===== src/hdl/aahg_pkg.sv =====
// ----------------------------------------------------------------------------
// aahg_pkg
// Shared types and constants of the alert audio and haptic gate.
// ----------------------------------------------------------------------------
`timescale 1ns / 1ps
`default_nettype none

package aahg_pkg;

  localparam int unsigned KindW  = 3;
  localparam int unsigned TimeW  = 32;
  localparam int unsigned PowerW = 8;
  localparam int unsigned CfgIdxW = 2;

  // Alert kinds. Codes above the right strong alert are weak alerts.
  localparam logic [KindW-1:0] KIND_NONE      = 3'd0;
  localparam logic [KindW-1:0] KIND_EMERGENCY = 3'd1;
  localparam logic [KindW-1:0] KIND_FRONT     = 3'd2;
  localparam logic [KindW-1:0] KIND_LEFT      = 3'd3;
  localparam logic [KindW-1:0] KIND_RIGHT     = 3'd4;

  // Configuration register indexes.
  localparam logic [CfgIdxW-1:0] REG_AUDIO_LOCKOUT = 2'd0;
  localparam logic [CfgIdxW-1:0] REG_VIB_DURATION  = 2'd1;
  localparam logic [CfgIdxW-1:0] REG_VIB_LOCKOUT   = 2'd2;
  localparam logic [CfgIdxW-1:0] REG_MOTOR_POWER   = 2'd3;

  // Reset values of the configuration registers.
  localparam logic [TimeW-1:0]  AudioLockoutRst = 32'd5000;
  localparam logic [TimeW-1:0]  VibDurationRst  = 32'd3000;
  localparam logic [TimeW-1:0]  VibLockoutRst   = 32'd5000;
  localparam logic [PowerW-1:0] MotorPowerRst   = 8'd70;

  typedef struct packed {
    logic [TimeW-1:0]  audio_lockout;
    logic [TimeW-1:0]  vib_duration;
    logic [TimeW-1:0]  vib_lockout;
    logic [PowerW-1:0] motor_power;
  } cfg_t;

  typedef struct packed {
    logic              play_audio;
    logic [KindW-1:0]  audio_kind;
    logic [PowerW-1:0] left_drive;
    logic [PowerW-1:0] right_drive;
  } result_t;

endpackage

`default_nettype wire


===== src/hdl/alert_audio_haptic_gate.sv =====
// ----------------------------------------------------------------------------
// alert_audio_haptic_gate
// Gates audio messages and vibration bursts for a stream of timed alerts.
// ----------------------------------------------------------------------------
//  channel   signals                                   direction
//  input     in_valid_i, in_stall_o, alert_kind_i,     request in
//            now_ms_i
//  result    out_valid_o, out_stall_i, play_audio_o,   request out
//            audio_kind_o, left_drive_o, right_drive_o
//  config    cfg_we_i, cfg_idx_i, cfg_data_i           write only
//
// Each request is held in the input register and leaves through the
// result register; the gate state is updated as it moves between the two.
// One request per cycle is sustained while the result side does not stall.
// Reset restores the register defaults and clears the held alerts.
// A stall on the result side holds the result register, and the input side
// stalls only once the input register is also full.
// ----------------------------------------------------------------------------
`timescale 1ns / 1ps
`default_nettype none

module alert_audio_haptic_gate (
  input  wire logic                          clk_i,
  input  wire logic                          rst_ni,
  input  wire logic                          in_valid_i,
  output logic                               in_stall_o,
  input  wire logic [aahg_pkg::KindW-1:0]    alert_kind_i,
  input  wire logic [aahg_pkg::TimeW-1:0]    now_ms_i,
  output logic                               out_valid_o,
  input  wire logic                          out_stall_i,
  output logic                               play_audio_o,
  output logic [aahg_pkg::KindW-1:0]         audio_kind_o,
  output logic [aahg_pkg::PowerW-1:0]        left_drive_o,
  output logic [aahg_pkg::PowerW-1:0]        right_drive_o,
  input  wire logic                          cfg_we_i,
  input  wire logic [aahg_pkg::CfgIdxW-1:0]  cfg_idx_i,
  input  wire logic [aahg_pkg::TimeW-1:0]    cfg_data_i
);
  import aahg_pkg::*;

  cfg_t             cfg;
  result_t          res;
  result_t          res_q;
  logic             s1_valid_q;
  logic [KindW-1:0] s1_kind_q;
  logic [TimeW-1:0] s1_now_q;
  logic             out_valid_q;
  logic             out_free;
  logic             step;
  logic             in_take;

  assign out_free   = !out_valid_q || !out_stall_i;
  assign step       = s1_valid_q && out_free;
  assign in_stall_o = s1_valid_q && !out_free;
  assign in_take    = in_valid_i && !in_stall_o;

  aahg_cfg_regs u_cfg (
    .clk_i      (clk_i),
    .rst_ni     (rst_ni),
    .cfg_we_i   (cfg_we_i),
    .cfg_idx_i  (cfg_idx_i),
    .cfg_data_i (cfg_data_i),
    .cfg_o      (cfg)
  );

  aahg_core u_core (
    .clk_i    (clk_i),
    .rst_ni   (rst_ni),
    .step_i   (step),
    .kind_i   (s1_kind_q),
    .now_i    (s1_now_q),
    .cfg_i    (cfg),
    .result_o (res)
  );

  always_ff @(posedge clk_i or negedge rst_ni) begin
    if (!rst_ni) begin
      s1_valid_q  <= 1'b0;
      out_valid_q <= 1'b0;
    end else begin
      if (in_take) begin
        s1_valid_q <= 1'b1;
      end else if (step) begin
        s1_valid_q <= 1'b0;
      end
      if (step) begin
        out_valid_q <= 1'b1;
      end else if (!out_stall_i) begin
        out_valid_q <= 1'b0;
      end
    end
  end

  always_ff @(posedge clk_i) begin
    if (in_take) begin
      s1_kind_q <= alert_kind_i;
      s1_now_q  <= now_ms_i;
    end
    if (step) begin
      res_q <= res;
    end
  end

  assign out_valid_o   = out_valid_q;
  assign play_audio_o  = res_q.play_audio;
  assign audio_kind_o  = res_q.audio_kind;
  assign left_drive_o  = res_q.left_drive;
  assign right_drive_o = res_q.right_drive;

endmodule

`default_nettype wire


===== src/hdl/aahg_cfg_regs.sv =====
// ----------------------------------------------------------------------------
// aahg_cfg_regs
// Configuration register file: lockout windows, burst length and motor power.
// ----------------------------------------------------------------------------
`timescale 1ns / 1ps
`default_nettype none

module aahg_cfg_regs (
  input  wire logic                          clk_i,
  input  wire logic                          rst_ni,
  input  wire logic                          cfg_we_i,
  input  wire logic [aahg_pkg::CfgIdxW-1:0]  cfg_idx_i,
  input  wire logic [aahg_pkg::TimeW-1:0]    cfg_data_i,
  output aahg_pkg::cfg_t                     cfg_o
);
  import aahg_pkg::*;

  cfg_t cfg_d, cfg_q;

  always_comb begin
    cfg_d = cfg_q;
    if (cfg_we_i) begin
      case (cfg_idx_i)
        REG_AUDIO_LOCKOUT: cfg_d.audio_lockout = cfg_data_i;
        REG_VIB_DURATION:  cfg_d.vib_duration  = cfg_data_i;
        REG_VIB_LOCKOUT:   cfg_d.vib_lockout   = cfg_data_i;
        REG_MOTOR_POWER:   cfg_d.motor_power   = cfg_data_i[PowerW-1:0];
        default:           cfg_d = cfg_q;
      endcase
    end
  end

  always_ff @(posedge clk_i or negedge rst_ni) begin
    if (!rst_ni) begin
      cfg_q.audio_lockout <= AudioLockoutRst;
      cfg_q.vib_duration  <= VibDurationRst;
      cfg_q.vib_lockout   <= VibLockoutRst;
      cfg_q.motor_power   <= MotorPowerRst;
    end else begin
      cfg_q <= cfg_d;
    end
  end

  assign cfg_o = cfg_q;

endmodule

`default_nettype wire


===== src/hdl/aahg_core.sv =====
// ----------------------------------------------------------------------------
// aahg_core
// Audio and haptic gate decisions with their held state.
// ----------------------------------------------------------------------------
`timescale 1ns / 1ps
`default_nettype none

module aahg_core (
  input  wire logic                        clk_i,
  input  wire logic                        rst_ni,
  input  wire logic                        step_i,
  input  wire logic [aahg_pkg::KindW-1:0]  kind_i,
  input  wire logic [aahg_pkg::TimeW-1:0]  now_i,
  input  wire aahg_pkg::cfg_t              cfg_i,
  output aahg_pkg::result_t                result_o
);
  import aahg_pkg::*;

  logic [KindW-1:0] held_audio_q, held_audio_d;
  logic [TimeW-1:0] audio_start_q, audio_start_d;
  logic [KindW-1:0] held_motor_q, held_motor_d;
  logic [TimeW-1:0] burst_start_q, burst_start_d;
  logic [TimeW-1:0] last_burst_q, last_burst_d;
  logic             vibrating_q, vibrating_d;

  logic [TimeW-1:0] audio_elapsed;
  logic [TimeW-1:0] lock_elapsed;
  logic [TimeW-1:0] burst_elapsed;
  logic             is_emerg;
  logic             is_strong;
  logic             audio_ok;
  logic             burst_start;
  logic             in_burst;

  assign audio_elapsed = now_i - audio_start_q;
  assign lock_elapsed  = now_i - last_burst_q;
  assign burst_elapsed = now_i - burst_start_q;
  assign is_emerg      = (kind_i == KIND_EMERGENCY);
  assign is_strong     = (kind_i >= KIND_EMERGENCY) && (kind_i <= KIND_RIGHT);

  always_comb begin
    held_audio_d  = held_audio_q;
    audio_start_d = audio_start_q;
    held_motor_d  = held_motor_q;
    burst_start_d = burst_start_q;
    last_burst_d  = last_burst_q;
    vibrating_d   = vibrating_q;
    result_o      = '0;

    // An emergency breaks through the window unless one is already held.
    audio_ok = (kind_i != KIND_NONE) &&
               ((is_emerg && (held_audio_q != KIND_EMERGENCY)) ||
                !((held_audio_q != KIND_NONE) &&
                  (audio_elapsed < cfg_i.audio_lockout)));
    if (kind_i == KIND_NONE) begin
      held_audio_d  = KIND_NONE;
      audio_start_d = '0;
    end else if (audio_ok) begin
      held_audio_d  = kind_i;
      audio_start_d = now_i;
    end
    result_o.play_audio = audio_ok;
    result_o.audio_kind = audio_ok ? kind_i : KIND_NONE;

    burst_start = is_strong && !vibrating_q &&
                  ((kind_i != held_motor_q) ||
                   (lock_elapsed >= cfg_i.vib_lockout) || is_emerg);
    // A fresh burst has zero elapsed time and so always drives.
    in_burst = burst_start || (burst_elapsed <= cfg_i.vib_duration);

    if (!is_strong) begin
      held_motor_d = KIND_NONE;
      vibrating_d  = 1'b0;
    end else begin
      if (burst_start) begin
        held_motor_d  = kind_i;
        burst_start_d = now_i;
        last_burst_d  = now_i;
      end
      if (burst_start || vibrating_q) begin
        if (in_burst) begin
          vibrating_d = 1'b1;
          case (held_motor_d)
            KIND_EMERGENCY, KIND_FRONT: begin
              result_o.left_drive  = cfg_i.motor_power;
              result_o.right_drive = cfg_i.motor_power;
            end
            KIND_LEFT:  result_o.left_drive  = cfg_i.motor_power;
            KIND_RIGHT: result_o.right_drive = cfg_i.motor_power;
            default: begin
              result_o.left_drive  = '0;
              result_o.right_drive = '0;
            end
          endcase
        end else begin
          vibrating_d = 1'b0;
        end
      end
    end
  end

  always_ff @(posedge clk_i or negedge rst_ni) begin
    if (!rst_ni) begin
      held_audio_q  <= KIND_NONE;
      audio_start_q <= '0;
      held_motor_q  <= KIND_NONE;
      burst_start_q <= '0;
      last_burst_q  <= '0;
      vibrating_q   <= 1'b0;
    end else if (step_i) begin
      held_audio_q  <= held_audio_d;
      audio_start_q <= audio_start_d;
      held_motor_q  <= held_motor_d;
      burst_start_q <= burst_start_d;
      last_burst_q  <= last_burst_d;
      vibrating_q   <= vibrating_d;
    end
  end

endmodule

`default_nettype wire


===== config.mk =====
export PLATFORM = sky130hd
export DESIGN_NAME = alert_audio_haptic_gate
export DESIGN_NICKNAME = d
export VERILOG_FILES = /design/src/hdl/aahg_pkg.sv /design/src/hdl/alert_audio_haptic_gate.sv /design/src/hdl/aahg_cfg_regs.sv /design/src/hdl/aahg_core.sv
export SDC_FILE = /design/constraint.sdc
export NUM_CORES = 1
export LEC_CHECK = 0
export BUFFER_PORTS_ARGS = -buffer_cell sky130_fd_sc_hd__clkbuf_2
export CAP_MARGIN = 15
export CORE_MARGIN = 2
export CORE_UTILIZATION = 42
export DETAILED_ROUTE_END_ITERATION = 7
export GPL_TIMING_DRIVEN = 0
export PLACE_DENSITY_LB_ADDON = 0.05
export SLEW_MARGIN = 10
export SYNTH_ARGS = -nofsm -noshare
export SYNTH_HDL_FRONTEND = slang
export SYNTH_SLANG_ARGS = --single-unit

===== constraint.sdc =====
create_clock -name clk_i -period 6.6 [get_ports clk_i]
set_input_delay 1.98 -clock clk_i [delete_from_list [all_inputs] [get_ports clk_i]]
set_output_delay 1.98 -clock clk_i [all_outputs]
set_load 0.03 [all_outputs]

# Word level (Yosys, flattened, before mapping)

Cells that the tools add are included.

Register bits after elaboration: 232
Logic and storage cells: 88

$add $sub $neg: 2
$lt $le $gt $ge: 5
Equality and inequality tests: 12
Muxes and demuxes: 14
Reductions and logical operators: 38

Operators by type and width:

| operator           | number |
|---|---|
| $mux 32            | 2 |
| $sub 32x32->32     | 2 |
| $ge 32x32->1       | 1 |
| $le 32x32->1       | 1 |
| $lt 32x32->1       | 1 |
| $mux 3             | 5 |
| $reduce_and 2->1   | 6 |
| $logic_and 1x1->1  | 9 |
| $reduce_and 4->1   | 2 |
| $mux 1             | 7 |
| $eq 3x1->1 const B | 2 |
| $eq 3x2->1 const B | 2 |
| $logic_not 1->1    | 6 |
| $logic_or 1x1->1   | 6 |
| $reduce_bool 3->1  | 2 |
| $reduce_or 3->1    | 2 |
| $eq 2x2->1 const B | 2 |
| $reduce_bool 2->1  | 2 |
| $eq 3x3->1 const B | 1 |
| $ge 3x1->1 const B | 1 |
| $le 3x3->1 const B | 1 |
| $logic_not 3->1    | 1 |
| $ne 3x1->1 const B | 1 |
| $ne 3x3->1         | 1 |
| other kinds (5)    | 5 |

# Depth between registers and ports, before layout

Depth after elaboration: 10
Depth in mapped cells: 25
Depth with buffers taken out: 23

# Modules after synthesis

A second synthesis with hierarchy kept.

Cell total of the unflattened synthesis: 1,370
Area, all modules: 14,428.8 um^2

By module, submodules not included:

| module                  | instances | cells an instance | area each (um^2) | sequential area each (um^2) |
|---|---|---|---|---|
| aahg_core               | 1         | 1,086             | 8,738.4          | 1,776.7 |
| aahg_cfg_regs           | 1         | 221               | 3,946.3          | 2,627.5 |
| alert_audio_haptic_gate | 1         | 63                | 1,744.2          | 1,701.6 |

# Worst setup path after synthesis

No wires, ideal clock.

Path type: reg-to-reg
Start: register s1_now_q[6]
End: register res_q, in the netlist left_drive_o[0], data pin
Library setup time: 0.155 ns
Arrival time: 4.680 ns
Data required time: 6.445 ns
Path slack: 1.765 ns
Cell stages (with the launch flop): 22
Path buffers: 1
Cell sequence: edfxtp_1 -> ha_1 -> buf_6 -> nand2_1 -> or4b_1 -> o21a_1 -> a21oi_2 -> o21ai_1 -> a221o_1 -> a211o_1 -> a21oi_2 -> xnor2_1 -> ha_1 -> a21o_1 -> a21o_1 -> a21oi_1 -> o21ai_0 -> a2111oi_0 -> a211oi_1 -> nor4b_2 -> nand3_1 -> a21boi_0

Word-level cells in the longest chain between the ends: 10
Elaborated cells on any way between the ends: 15
Classes of those cells: add/sub (1); order compare (2); eq/ne (3); mux (2); reduce/logical (7)

Ends and longest elaborated chain:

| what                                            | line                           | RTL |
|---|---|---|
| from (decl)                                     | alert_audio_haptic_gate.sv:46  | `logic [TimeW-1:0] s1_now_q;` |
| from (signal assigned)                          | alert_audio_haptic_gate.sv:97  | `s1_now_q <= now_ms_i;` |
| $sub 32x32->32 (*)                              | aahg_core.sv:36                | `assign lock_elapsed = now_i - last_burst_q;` |
| $ge 32x32->1                                    | aahg_core.sv:67                | `(lock_elapsed >= cfg_i.vib_lockout) \|\| is_emerg);` |
| $logic_or 1x1->1                                | aahg_core.sv:66                | `((kind_i != held_motor_q) \|\|` |
| $logic_or 1x1->1                                | aahg_core.sv:67                |  |
| $logic_and 1x1->1                               | aahg_core.sv:65                | `burst_start = is_strong && !vibrating_q &&` |
| $mux 3                                          | aahg_core.sv:75                | `if (burst_start) begin` |
| $mux 3                                          | aahg_core.sv:71                | `if (!is_strong) begin` |
| $eq 3x1->1 / $eq 3x2->1 (equally long branches) | aahg_core.sv:83                | `case (held_motor_d)` |
| $reduce_or 3->1 (no line)                       | -                              |  |
| $reduce_and 4->1 (no line) (*)                  | -                              |  |
| to (signal assigned)                            | alert_audio_haptic_gate.sv:100 | `res_q <= res;` |
| to (decl)                                       | alert_audio_haptic_gate.sv:43  | `result_t res_q;` |

Every way passes the cells marked *; elsewhere a longest branch is shown, timed or not. The select of a mux whose other input is x is not followed.
A chain may end at the register's enable or synchronous reset.

# Final worst setup path

Start: register s1_now_q[0]
End: register u_core.last_burst_q[24]

Word-level cells in the longest chain between the ends: 6

Ends and longest elaborated chain:

| what                       | line             | RTL |
|---|---|---|
| $sub 32x32->32             | aahg_core.sv:36  |  |
| $ge 32x32->1               | aahg_core.sv:67  |  |
| $logic_or 1x1->1           | aahg_core.sv:66  |  |
| $logic_or 1x1->1           | aahg_core.sv:67  |  |
| $logic_and 1x1->1          | aahg_core.sv:65  |  |
| $reduce_and 3->1 (no line) | -                |  |
| to (signal assigned)       | aahg_core.sv:115 | `last_burst_q <= last_burst_d;` |
| to (decl)                  | aahg_core.sv:23  | `logic [TimeW-1:0] last_burst_q, last_burst_d;` |

No other way between the ends.

==> load_flow_metrics.sql <==
INSERT INTO impl_metrics (metric_group, metric, value, unit) VALUES
('power_and_ir_drop', 'cell_internal_pwr', '0.004745', 'W'),
('cts', 'tritoncts.num_buffers', '29', ''),
('cts', 'cts_tree', 'yes', ''),
('floorplanning', 'design.die.area', '0.03504', 'mm2'),
('cells_and_area', 'area_delta_synth_final', '15.10', '%'),
('cts', 'ctsHoldBuffers', '0', ''),
('power_and_ir_drop', 'power.total', '0.008037', 'W'),
('synthesis', 'ys_top_cells_by_area', 'sky130_fd_sc_hd__dfrtp_1, sky130_fd_sc_hd__ha_1, sky130_fd_sc_hd__edfxtp_1', ''),
('power_and_ir_drop', 'power_leakage', '7.621', 'nW'),
('synthesis', 'synth_cell_type_count', '65', ''),
('floorplanning', 'row_count', '67', ''),
('cts', 'max-clock-path-buffers', '3', ''),
('route', 'finalWirelength', '35990', 'um'),
('synthesis', 'netlist.top_cell.by_area', 'sky130_fd_sc_hd__dfrtp_1', ''),
('cts', 'cts_post_setup_buffers_inserted', '0', ''),
('setup_path', 'cp.arrival', '6.51', 'ns'),
('cells_and_area', 'design.final.nets', '1739', ''),
('sta', 'timing_worst_slew_pin_value', '0.8216', 'ns'),
('setup_path', 'required', '7.00', 'ns'),
('grt', 'grt_use_total', '20.83', '%'),
('cells_and_area', 'post_layout_nonfiller_instances', '1976', ''),
('placement', 'placedCellCount', '1924', ''),
('setup_path', 'timing.critical_path.from_type', 'flip-flop', ''),
('sta', 'max_clock_freq', '0.1637', 'GHz'),
('floorplanning', 'die_w', '187.2', 'um'),
('run', 'cap_violations', '0', ''),
('synthesis', 'synthMuxAreaShare', '5.991', '%'),
('placement', 'port_buffers', '95', ''),
('cts', 'clkSlewWorstSetupHoldPaths', '0.06', 'ns'),
('synthesis', 'ys_seq_elements', '232', ''),
('power_and_ir_drop', 'p_per_area', '495.4', 'mW/mm2'),
('cts', 'clock-sinks', '232', ''),
('sta', 'unrepaired_setup_endpoints_after_global_routing', 'false', ''),
('synthesis', 'post-synth-top-count-cell', 'sky130_fd_sc_hd__inv_1', ''),
('synthesis', 'yosys.area_share.simple', '8.947', '%'),
('synthesis', 'syn_nets', '1610', ''),
('synthesis', 'synthArstFlopShare', '76.29', '%'),
('synthesis', 'postSynthAreaPerCell', '10.24', 'um2'),
('cts', 'h-tree-depth', '1', ''),
('synthesis', 'number_of_synthesized_flops_with_an_enable_pin', '55', ''),
('setup_path', 'timing.critical_path.to_type', 'flip-flop', ''),
('placement', 'place_hpwl', '27530', 'um'),
('grt', 'first_pass_grt_wire_length', '57270', 'um'),
('sta', 'number_of_hold_violations_in_the_final_report', '0', ''),
('route', 'wl_per_cell', '18.21', 'um'),
('synthesis', 'proportion_of_netlist_area_held_by_the_largest_area_contributor', '27.87', '%'),
('floorplanning', 'core_area', '0.03328', 'mm2'),
('sta', 'final_min_period_over_clock_period', '92.57', '%'),
('synthesis', 'synth_adder_area_share', '14.22', '%'),
('route', 'first_iter_violations', '500', ''),
('synthesis', 'yosysSeqAreaShare', '43.32', '%'),
('floorplanning', 'fp.dieH', '187.2', 'um'),
('route', 'detail-route-antenna-nets', '0', ''),
('grt', 'pin_count_of_the_biggest_net_entering_global_routing', '94', ''),
('outcome', 'status', 'finished clean', ''),
('setup_path', 'crit_path_max_fanout', '10', ''),
('synthesis', 'post_synth_xor_area_fraction', '3.728', '%'),
('floorplanning', 'num_io_pins', '96', ''),
('sta', 'timing.max_slew.rel_slack', '45.23', '%'),
('power_and_ir_drop', 'vdd.ir_drop.worst', '0.0002367', 'V'),
('route', 'post_drt_via_cell_ratio', '5.239', ''),
('sta', 'finalWorstPathRequiredPeriod', '6.109', 'ns'),
('sta', 'timing_max_transition_violations_final', '0', ''),
('grt', 'antenna_found_initial', '0', ''),
('cts', 'clock_tree.root_cell', 'sky130_fd_sc_hd__clkbuf_16', ''),
('power_and_ir_drop', 'share_clk_of_total_power', '20.8', '%'),
('setup_path', 'timing.setup.critical_path_class', 'flip-flop to flip-flop', ''),
('synthesis', 'synth-main-ff-cell', 'sky130_fd_sc_hd__dfrtp_1', ''),
('cells_and_area', 'drive_gt1_share', '17.02', '%'),
('grt', 'grt_remaining_overflow', '0', ''),
('sta', 'final-setup-viol-count', '0', '');
[kinds of logic (layout without fill, tap and decap cells)]
family	Yosys count	in the layout
AO/OA/AOI/OAI	387	387
AND/OR/NAND/NOR	250	250
flip-flops	232	232
buffers and inverters	214	365
adder cells (fa/ha/maj)	159	159
multiplexers	75	75
XOR/XNOR	60	60
[path summary, 6_finish.rpt]
| path | cells after the start | to | from |
|---|---|---|---|
| setup / recovery | 24 | u_core.last_burst_q[24] | s1_now_q[0] |
| hold / removal | 1 | u_core.audio_start_q[11] | u_core.audio_start_q[11] |
| setup reg to reg | 24 | u_core.last_burst_q[24] | s1_now_q[0] |
| hold reg to reg | 1 | u_core.audio_start_q[11] | u_core.audio_start_q[11] |
| max in group asynchronous | 2 | u_cfg.cfg_o[48] | rst_ni |
| min in group asynchronous | 1 | s1_valid_q | rst_ni |
[layout make-up]
class	instances	area [um2]
inverter	180	675.6
clock buffer	41	842.1
tap	448	560.5
timing repair buffer	99	550.5
multi-input combinational	931	7183
buffer	33	138.9
fill	3129	17060
clock inverter	12	167.7
sequential	232	6106
[flip-flops by register name, summed over array words and instances (netlist names)]
| name | count |
|---|---|
| out_valid_o | 1 |
| s1_kind_q | 3 |
| s1_now_q | 32 |
| u_cfg.cfg_o | 104 |
| play_audio_o | 1 |
| u_core.last_burst_q | 32 |
| left_drive_o | 8 |
| u_core.held_audio_q | 3 |
| audio_kind_o | 3 |
| u_core.audio_start_q | 32 |
| u_core.vibrating_q | 1 |
| u_core.held_motor_q | 3 |
| s1_valid_q | 1 |
| right_drive_o | 8 |
[per-layer routing]
metal / global-route usage, % / vias up / share of wire [%]
met5: 0 / - / 0
met4: 4.396 / 0 / 1.8
met3: 2.664 / 37 / 3.1
met2: 34.80 / 143 / 46
met1: 29.01 / 4979 / 49
li1: - / 5194 / -
[stage by stage]
step / area (um2) / hold slack, ns / worst slack [ns]
3_3_place_gp: 15130 / 0.4718 / -0.1745
4_1_cts: 16230 / 0.5060 / 0.1694
2_1_floorplan: 14100 / 0.4574 / 1.765
6_report: 16220 / 0.5015 / 0.4907
5_1_grt: 16220 / 0.5111 / 0.03509
3_5_place_dp: 15210 / 0.4868 / -0.1451
[power groups by stage]
stage          Clock (W)  Combinational, W  Sequential [W]
6_report         0.00167           0.00433         0.00203
2_1_floorplan          0           0.00314         0.00206
4_1_cts          0.00171           0.00436         0.00203
3_3_place_gp           0           0.00425         0.00205
5_1_grt          0.00177           0.00491         0.00208
3_5_place_dp           0           0.00432         0.00206
[layout by cell type, fill, tap and decap left out, types with 20 or more instances in the layout]
master                        n
sky130_fd_sc_hd__edfxtp_1    55
sky130_fd_sc_hd__o21ai_0    104
sky130_fd_sc_hd__and3_1      20
sky130_fd_sc_hd__clkbuf_16   30
sky130_fd_sc_hd__nand3_1     42
sky130_fd_sc_hd__nor2_1      36
sky130_fd_sc_hd__a21oi_1     81
sky130_fd_sc_hd__clkbuf_1    30
sky130_fd_sc_hd__inv_1      179
sky130_fd_sc_hd__a22o_1      38
sky130_fd_sc_hd__dfstp_2     20
sky130_fd_sc_hd__ha_1       157
sky130_fd_sc_hd__a21o_1      57
sky130_fd_sc_hd__xnor2_1     44
sky130_fd_sc_hd__dfrtp_1    157
sky130_fd_sc_hd__mux2_2      75
sky130_fd_sc_hd__nand2_1     70
sky130_fd_sc_hd__clkbuf_2    95
[what timing repair did]
action,4_1_cts,5_1_grt
endpoints found under the setup margin,10,27
cloned,0,0
resized for setup,1,1
[worst max-delay path: stages, from the launching register on]
cell	delay [ns]
sky130_fd_sc_hd__edfxtp_1	0.43
sky130_fd_sc_hd__inv_1	0.11
sky130_fd_sc_hd__ha_1	0.18
sky130_fd_sc_hd__inv_1	0.05
sky130_fd_sc_hd__fa_1	0.40
sky130_fd_sc_hd__a21o_1	0.17
sky130_fd_sc_hd__a21oi_1	0.27
sky130_fd_sc_hd__o21bai_1	0.10
sky130_fd_sc_hd__a21oi_1	0.23
sky130_fd_sc_hd__nor2_1	0.10
sky130_fd_sc_hd__a32o_1	0.31
sky130_fd_sc_hd__or2_2	0.28
sky130_fd_sc_hd__a21oi_1	0.17
sky130_fd_sc_hd__xnor2_1	0.21
sky130_fd_sc_hd__ha_1	0.24
sky130_fd_sc_hd__o21a_1	0.12
sky130_fd_sc_hd__o21ai_0	0.12
sky130_fd_sc_hd__nor2_1	0.13
sky130_fd_sc_hd__o21ai_0	0.08
sky130_fd_sc_hd__nand3_1	0.11
sky130_fd_sc_hd__a21oi_1	0.10
sky130_fd_sc_hd__o21ai_2	0.62
sky130_fd_sc_hd__and2_1	0.66
sky130_fd_sc_hd__clkbuf_1	0.56
sky130_fd_sc_hd__o21ai_0	0.16
(Power assumes the default switching activity.)
